## config.mk

```make
export PLATFORM = sky130hd
export DESIGN_NAME = gi2d_mul
export DESIGN_NICKNAME = d
export VERILOG_FILES = /design/src/rtl/gi2d_pkg.sv /design/src/rtl/gi2d_mul.sv
export SDC_FILE = /design/constraint.sdc
export NUM_CORES = 2
export LEC_CHECK = 0
export ABC_AREA = 1
export BUFFER_PORTS_ARGS = -buffer_cell sky130_fd_sc_hd__clkbuf_2
export CAP_MARGIN = 10
export CORE_AREA = 4 4 396 398
export DETAILED_ROUTE_END_ITERATION = 16
export DIE_AREA = 0 0 400 402
export PLACE_DENSITY_LB_ADDON = 0.3
export RECOVER_POWER = 50
export SKIP_LAST_GASP = 1
export SLEW_MARGIN = 20
export SYNTH_ARGS = -nofsm -noshare
export SYNTH_HDL_FRONTEND = slang
export SYNTH_SLANG_ARGS = --single-unit
```

## constraint.sdc

```tcl
create_clock -name clk -period 6.83 [get_ports clk]
set_clock_uncertainty 0.2 [all_clocks]
set_input_delay 0.3415 -clock clk [delete_from_list [all_inputs] [get_ports clk]]
set_output_delay 0.3415 -clock clk [all_outputs]
set_load 0.03 [all_outputs]
```

## src/rtl/gi2d_pkg.sv

```systemverilog
// ----------------------------------------------------------------------------
// gi2d_pkg: shared definitions for the 2D grid integrator
// Holds default sizes, field widths, command and register codes, the
// controller state type and the saturation limits of the accumulator.
// ----------------------------------------------------------------------------
package gi2d_pkg;

    localparam int MAX_POINTS_DEF = 256;
    localparam int VALUE_BITS_DEF = 32;

    localparam int FRAC_BITS   = 16;
    localparam int MUL_DIGIT   = 16;
    localparam int COUNT_W     = 9;
    localparam int INDEX_W     = 8;
    localparam int CMD_W       = 2;
    localparam int CFG_INDEX_W = 1;
    localparam int ACC_W       = 64;
    localparam int MIN_POINTS  = 2;

    localparam logic [ACC_W-1:0] ACC_MAX = {1'b0, {(ACC_W-1){1'b1}}};
    localparam logic [ACC_W-1:0] ACC_MIN = {1'b1, {(ACC_W-1){1'b0}}};

    typedef enum logic [CMD_W-1:0] {
        CMD_LOAD_X = 2'd0,
        CMD_LOAD_Y = 2'd1,
        CMD_SAMPLE = 2'd2
    } cmd_t;

    typedef enum logic [CFG_INDEX_W-1:0] {
        CFG_X_COUNT = 1'b0,
        CFG_Y_COUNT = 1'b1
    } cfg_reg_t;

    typedef enum logic [2:0] {
        ST_IDLE,
        ST_READ_B,
        ST_DIFF,
        ST_MUL,
        ST_SCALE,
        ST_TERM,
        ST_ACC,
        ST_EMIT
    } state_t;

endpackage

```

## src/rtl/gi2d_mul.sv

```systemverilog
// ----------------------------------------------------------------------------
// gi2d_mul: three-operand magnitude multiplier
// Forms x*y*z of unsigned operands with one shared multiplier that takes
// one 16-bit digit of the second operand per cycle, most significant first.
// The first pass forms x*y, the second pass multiplies that by z.
// ----------------------------------------------------------------------------
module gi2d_mul #(
    parameter int VALUE_BITS = gi2d_pkg::VALUE_BITS_DEF
) (
    input  logic                  clk,
    input  logic                  rst_n,
    input  logic                  start,
    input  logic [VALUE_BITS-1:0] op_x,
    input  logic [VALUE_BITS-1:0] op_y,
    input  logic [VALUE_BITS-1:0] op_z,
    output logic                  done,
    output logic [2*VALUE_BITS + ((VALUE_BITS + gi2d_pkg::MUL_DIGIT - 1)
                  / gi2d_pkg::MUL_DIGIT) * gi2d_pkg::MUL_DIGIT - 1:0] product
);

    import gi2d_pkg::*;

    localparam int ND  = (VALUE_BITS + MUL_DIGIT - 1) / MUL_DIGIT;
    localparam int BW  = ND * MUL_DIGIT;
    localparam int AW2 = 2 * VALUE_BITS;
    localparam int PPW = AW2 + MUL_DIGIT;
    localparam int PW  = AW2 + BW;
    localparam int CW  = (ND > 1) ? $clog2(ND) : 1;

    logic                  busy_reg;
    logic                  phase_reg;
    logic [CW-1:0]         cnt_reg;
    logic [AW2-1:0]        a_reg;
    logic [BW-1:0]         b_reg;
    logic [VALUE_BITS-1:0] z_reg;
    logic [PW-1:0]         acc_reg;

    logic [MUL_DIGIT-1:0]  digit;
    logic [PPW-1:0]        partial;
    logic [PW-1:0]         acc_sum;
    logic                  last_digit;

    assign digit      = b_reg[BW-1 -: MUL_DIGIT];
    assign partial    = PPW'(a_reg) * PPW'(digit);
    assign acc_sum    = (acc_reg << MUL_DIGIT) + PW'(partial);
    assign last_digit = (cnt_reg == CW'(ND - 1));
    assign done       = busy_reg && phase_reg && last_digit;
    assign product    = acc_reg;

    always_ff @(posedge clk or negedge rst_n)
    begin
        if (!rst_n)
        begin
            busy_reg  <= 1'b0;
            phase_reg <= 1'b0;
            cnt_reg   <= '0;
        end
        else if (start)
        begin
            busy_reg  <= 1'b1;
            phase_reg <= 1'b0;
            cnt_reg   <= '0;
        end
        else if (busy_reg)
        begin
            if (last_digit)
            begin
                cnt_reg <= '0;
                if (phase_reg)
                begin
                    busy_reg <= 1'b0;
                end
                else
                begin
                    phase_reg <= 1'b1;
                end
            end
            else
            begin
                cnt_reg <= cnt_reg + CW'(1);
            end
        end
    end

    always_ff @(posedge clk)
    begin
        if (start)
        begin
            a_reg   <= AW2'(op_x);
            b_reg   <= BW'(op_y);
            z_reg   <= op_z;
            acc_reg <= '0;
        end
        else if (busy_reg)
        begin
            if (last_digit && !phase_reg)
            begin
                a_reg   <= acc_sum[AW2-1:0];
                b_reg   <= BW'(z_reg);
                acc_reg <= '0;
            end
            else
            begin
                acc_reg <= acc_sum;
                b_reg   <= b_reg << MUL_DIGIT;
            end
        end
    end

endmodule

```

# ---- Word level (Yosys, flattened, before mapping)
# Index checks and enable logic that the tools add are counted.
dict set report totals {
  ff_bits 227
  latchBits 0
  ram_bits 0
  romBits 0
  input_bits 99
  out_inout_bits 97
  word_cells 38
  memories 0
}
dict set report op_classes {
  add_sub_neg 2
  n_mul 1
  div_mod_pow 0
  n_lt_le_gt_ge 0
  eq_ne 0
  shifts 0
  mux 17
  bitwise 0
  n_reduce_logical 10
}
# operator n
set ops {}
lappend ops {{32-bit two-way mux} 6}
lappend ops {{96-bit by 80-bit adder with 96-bit output} 1}
lappend ops {{96-bit two-way mux} 1}
lappend ops {{64-bit by 16-bit multiplier with 80-bit output} 1}
lappend ops {{1-bit two-way mux} 10}
lappend ops {{2-bit AND reduction} 3}
lappend ops {{2-bit nonzero test} 3}
lappend ops {{1-bit logical AND} 3}
lappend ops {{1-bit adder (second input constant)} 1}
lappend ops {{1-bit logical NOT} 1}

# ---- Logic depth before layout (Yosys ltp)
dict set report depth {
  ltp_word 5
  ltp_mapped 33
  ltp_nobuf 31
}

# ---- Least setup slack after synthesis
# Ideal clock, no wire load.
dict set report synth_timing {
  kind {register -> register}
  from {register b_reg[17]}
  to {register a_reg[54]}
  arrival_ns 5.621
  t_required_ns 6.517
  setup_slack_ns 0.896
  path_stages_with_launch 27
  period_less_slack_ns 5.934
  path_cell_list {edfxtp_1 > clkbuf_1 > clkbuf_1 > nand2_1 > fa_1 > inv_1 > fa_1 > inv_1 > fa_1 > inv_1 > fa_1 > fa_1 > inv_1 > fa_1 > inv_1 > ha_1 > nand2_1 > inv_1 > nand2_1 > nand2_1 > a21oi_1 > nor2_1 > nor2_1 > nand3_1 > or2_2 > nand3_1 > nand2_1}
}
dict set report synth_via {
  elab_chain_cells 2
}
# item line_no
set synth_lines {}
lappend synth_lines {{start: declaration} gi2d_mul.sv:34} ;# logic [BW-1:0] b_reg;
lappend synth_lines {{start signal: assignment} gi2d_mul.sv:90} ;# b_reg <= BW'(op_y);
lappend synth_lines {{start signal: assignment} gi2d_mul.sv:99} ;# b_reg <= BW'(z_reg);
lappend synth_lines {{start signal: assignment} gi2d_mul.sv:105} ;# b_reg <= b_reg << MUL_DIGIT;
lappend synth_lines {{64-bit by 16-bit multiplier with 80-bit output} gi2d_mul.sv:44} ;# assign partial = PPW'(a_reg) * PPW'(digit);
lappend synth_lines {{96-bit by 80-bit adder with 96-bit output} gi2d_mul.sv:45} ;# assign acc_sum = (acc_reg << MUL_DIGIT) + PW'(partial);
lappend synth_lines {{end signal: assignment} gi2d_mul.sv:89} ;# a_reg <= AW2'(op_x);
lappend synth_lines {{end signal: assignment} gi2d_mul.sv:98} ;# a_reg <= acc_sum[AW2-1:0];
lappend synth_lines {{end: declaration} gi2d_mul.sv:33} ;# logic [AW2-1:0] a_reg;
# No other way between the ends.
# A chain may end at the register's enable or synchronous reset.

# ---- Worst setup path in the final report
dict set report layout_timing {
  from {register b_reg[17]}
  to {register acc_reg[50] (netlist: product[50])}
}
dict set report layout_via {
  elab_chain_cells 3
}
# item line_no
set layout_lines {}
lappend layout_lines {{64-bit by 16-bit multiplier with 80-bit output} gi2d_mul.sv:44}
lappend layout_lines {{96-bit by 80-bit adder with 96-bit output} gi2d_mul.sv:45}
lappend layout_lines {{96-bit two-way mux} gi2d_mul.sv:96} ;# if (last_digit && !phase_reg)
lappend layout_lines {{end signal: assignment} gi2d_mul.sv:104} ;# acc_reg <= acc_sum;
lappend layout_lines {{end: declaration} gi2d_mul.sv:36} ;# logic [PW-1:0] acc_reg;
# No other way between the ends.

==> metrics.md <==
| Metric | Value |
|---|---|
| Register clock-pin slew on the reported worst setup and hold paths | ~70 ps |
| Sequential share of the synthesized area | approximately 12% |
| Gpl congestion | 0.965 |
| Horizontal die dimension | 400 um |
| Setup violation total in the final timing report | 0 |
| Die ar. | 0.161 mm2 |
| Max capacitance violation total | 3 |
| Antenna violations before repair | 0 |
| IO buf count | a little under 200 |
| Via count of the first global-routing pass | between 40,000 and 50,000 |
| Top FF cell, synth | sky130_fd_sc_hd__dfxtp_1 |
| Number of non-filler instances in the completed layout | between 8,000 and 9,000 |
| Storage element area | between 0.005 and 0.006 mm2 |
| Area taken by multi-input logic gates | approximately 0.033 mm2 |
| Launch point of the critical path | b_reg[17] |
| Routed length per placed instance | 19.0 um |
| CP max stage delay | between 500 and 600 ps |
| Detailed Routing Iterations Pass 1 | 6 |
| Source of the worst register-to-register timing path | b_reg[17] |
| Maximum buffer depth of the clock tree | 3 |
| Fraction of layout cells with a size suffix above 1 | 8.10% |
| Required time at the worst-slack endpoint | 7150 ps |
| Later-pin clock latency in the skew report | around 660 ps |
| Global-route usage over all layers | 20.4% |
| Total I/O pin count | 196 |
| Placed cells | ~8,400 |
| First-pass GRT wire length | 250,000 um |
| Area grow syn2layout | 15.3% |
| H-tree levels | 1 |
| Clock period minus final worst setup slack | about 6600 ps |
| Count of nets left with antenna violations after detail routing | 0 |
| Iteration-0 DRC Markers | 2,818 |
| Congestion Overflow GR | 0 |
| Final total negative setup slack | 0 ps |
| Critical path, cell by cell | buf_12 -> clkbuf_16 -> nand2_1 -> fa_1 -> inv_1 -> fa_1 -> inv_1 -> fa_1 -> inv_1 -> fa_1 -> fa_1 -> fa_1 -> ha_1 -> nand2_1 -> inv_1 -> a21oi_1 -> o21ai_1 -> a21oi_1 -> nand3_2 -> buf_4 -> or2_2 -> nand3_1 -> nand2_1 |
| Die H | 402 um |
| Floorplan row count | 144 |
| Fillcell total | 16,360 |
| RSZ-0062 raised after global routing | yes |
| Number of synthesized flops with an enable pin | 96 |
| Asr flop ratio synth | between 1 and 1.5% |
| Headroom to the max-slew limit | -92.4% |
| CORE AREA | 0.153 mm2 |
| Total count of max-transition violations in the final report | 141 |
| Slew at the pin closest to its max-slew limit | about 2900 ps |
| PnR worst setup slack | 194 ps |
| Most common cell after layout, fill and taps aside | sky130_fd_sc_hd__nand2_1 |
| Number of distinct library cells after synthesis | 37 |
| Share of the clock period used by the worst path after layout | between 90% and 100% |
| Endpoint kind of the worst setup timing path | flip-flop |
| Met1 usage in global routing | between 20% and 30% |
| Sinks on Clock Net | between 200 and 250 |
| Detailed placer's ending HPWL | 136,000 um |
| Synth warn | 0 |
| Most heavily used metal layer in global routing | met2 |
| Met3 routing resource usage after global routing | ~3.8% |
| Count of unresolved DRC violations after routing | 0 |
| Largest net degree at the start of global routing | 65 |
| Starting Density | 29.9% |
| Violated checks | max-capacitance violations, max-slew violations |
| Total via count after detailed routing | 38,801 |
| Root buffer cell | sky130_fd_sc_hd__clkbuf_16 |
| Synthesized area divided by synthesized cell count | 7.38 um2 |
| Post-DR vias/cell | 4.53 |
| Number of clock buffers inserted by TritonCTS | 31 |
| Fmax | approximately 0.15 GHz |
| Nets@finish | 7,691 |
| Critical path type | reg2reg |
| Flop and latch count out of synthesis | 227 |
| Global routing met2 resource utilization | 32.5% |
| Hold/Removal Path Class | in2reg |
| Crit start category | flip-flop |
| Flip-flop count of the largest register after layout | between 90 and 100 |
| TritonCTS clock tree | built |
| Hold Startpoint | start |
| Most frequent cells in the layout | sky130_fd_sc_hd__nand2_1, sky130_fd_sc_hd__inv_1, sky130_fd_sc_hd__fa_1 |
| Final number of hold-violating endpoints | 0 |
| Most prevalent standard cell on the critical path | sky130_fd_sc_hd__fa_1 |
| Slowest CP cell | sky130_fd_sc_hd__fa_1 |
| Cell Area, Synth | 0.0459 mm2 |
| Net count of the mapped netlist | 7,406 |
| Synthesized netlist cell count | 6,209 |
| Result of the run | finished, violations left |
| Worst-path maximum fanout | 21 |
| Detailed-route wire length | 163,000 um |
| Crit path DAT | slightly below 7000 ps |
| Worst slack after detailed placement | -93.4 ps |
| FF-to-FF setup slack | 190 ps |
[through the flow]
step           utilization, %  hold WS [ps]  cell area (um2)
3_3_place_gp             32.8         -56.7            50300
6_report                 34.5          64.2            52900
3_5_place_dp             32.8         -50.7            50300
4_1_cts                  34.2          53.2            52400
2_1_floorplan               -          -154            45900
5_1_grt                  34.5          80.7            52900
[cell type report]
cell class / instances / share of cell area [%]
Clock inverter: 19 / 0.412
Sequential cell: 227 / 10.5
Antenna cell: 2 / 0.00947
Tap cell: 2044 / 4.84
Timing Repair Buffer: 535 / 8.05
Clock buffer: 39 / 1.58
Multi-Input combinational cell: 3872 / 61.7
Inverter: 1827 / 13.0
[cells in the mapped netlist, types with 10 or more instances]
master                     number  area, um2
sky130_fd_sc_hd__nand4_1       17        106
sky130_fd_sc_hd__xor2_1        11       96.3
sky130_fd_sc_hd__a21oi_1      100        500
sky130_fd_sc_hd__o22ai_1       40        250
sky130_fd_sc_hd__inv_2         14       52.6
sky130_fd_sc_hd__o21ai_0       59        295
sky130_fd_sc_hd__o21bai_1      19        143
sky130_fd_sc_hd__nand2_1     2018       7570
sky130_fd_sc_hd__nor2_2        26        163
sky130_fd_sc_hd__a31oi_1       17        106
sky130_fd_sc_hd__o21ai_1       17       85.1
sky130_fd_sc_hd__nand2_2       26        163
sky130_fd_sc_hd__nand3_1      134        671
sky130_fd_sc_hd__ha_1         168       2100
sky130_fd_sc_hd__xnor2_1       33        289
sky130_fd_sc_hd__dfxtp_1      128       2560
sky130_fd_sc_hd__edfxtp_1      96       2880
sky130_fd_sc_hd__inv_1       1809       6790
sky130_fd_sc_hd__buf_2         10       50.1
sky130_fd_sc_hd__fa_1         930      18600
sky130_fd_sc_hd__clkbuf_1     239        897
sky130_fd_sc_hd__nor3_1        19       95.1
sky130_fd_sc_hd__buf_1         34        128
sky130_fd_sc_hd__nor2_1       197        739
[timing repair]
item	4_1_cts	5_1_grt
cloned	0	2
hold buffers	98	0
pin swaps	0	5
resized for setup	3	51
setup endpoints to repair	14	63
endpoints found under the hold margin	99	0
buffers inserted	3	25
[layer usage]
metal  wire (um)  up-vias
met5           0        -
met4        6020        0
met3       13000      200
met2       73900     1295
met1       70100    19328
li1            -    17978
[worst max-delay path, delay by kind of cell (launching register included)]
family | cells | cell delay, ps
adders and majority gates | 7 | 3510
and+or+nand+nor | 6 | 930
buffers and inverters | 7 | 820
AOI/OAI and AO/OA | 3 | 560
DFF | 1 | 450
[logic make-up after synthesis]
group                    synth area share, %
adder cells (fa/ha/maj)                 45.2
AND/OR/NAND/NOR                         21.4
flip-flops                              12.0
XOR/XNOR                                1.05
AO/OA/AOI/OAI                           3.05
buffers and inverters                   17.3
[path summary, 6_finish.rpt]
path                       depth (start not counted)     endpoint
setup reg to reg                                  23  product[50]
hold / removal                                     1     z_reg[8]
max in group asynchronous                          3     busy_reg
min in group asynchronous                          3    phase_reg
hold reg to reg                                    2    a_reg[43]
setup / recovery                                  23  product[50]
Power is left out: the tool's default activity adds up to more than one toggle a clock period on the data nets, which glitch-free logic cannot reach.
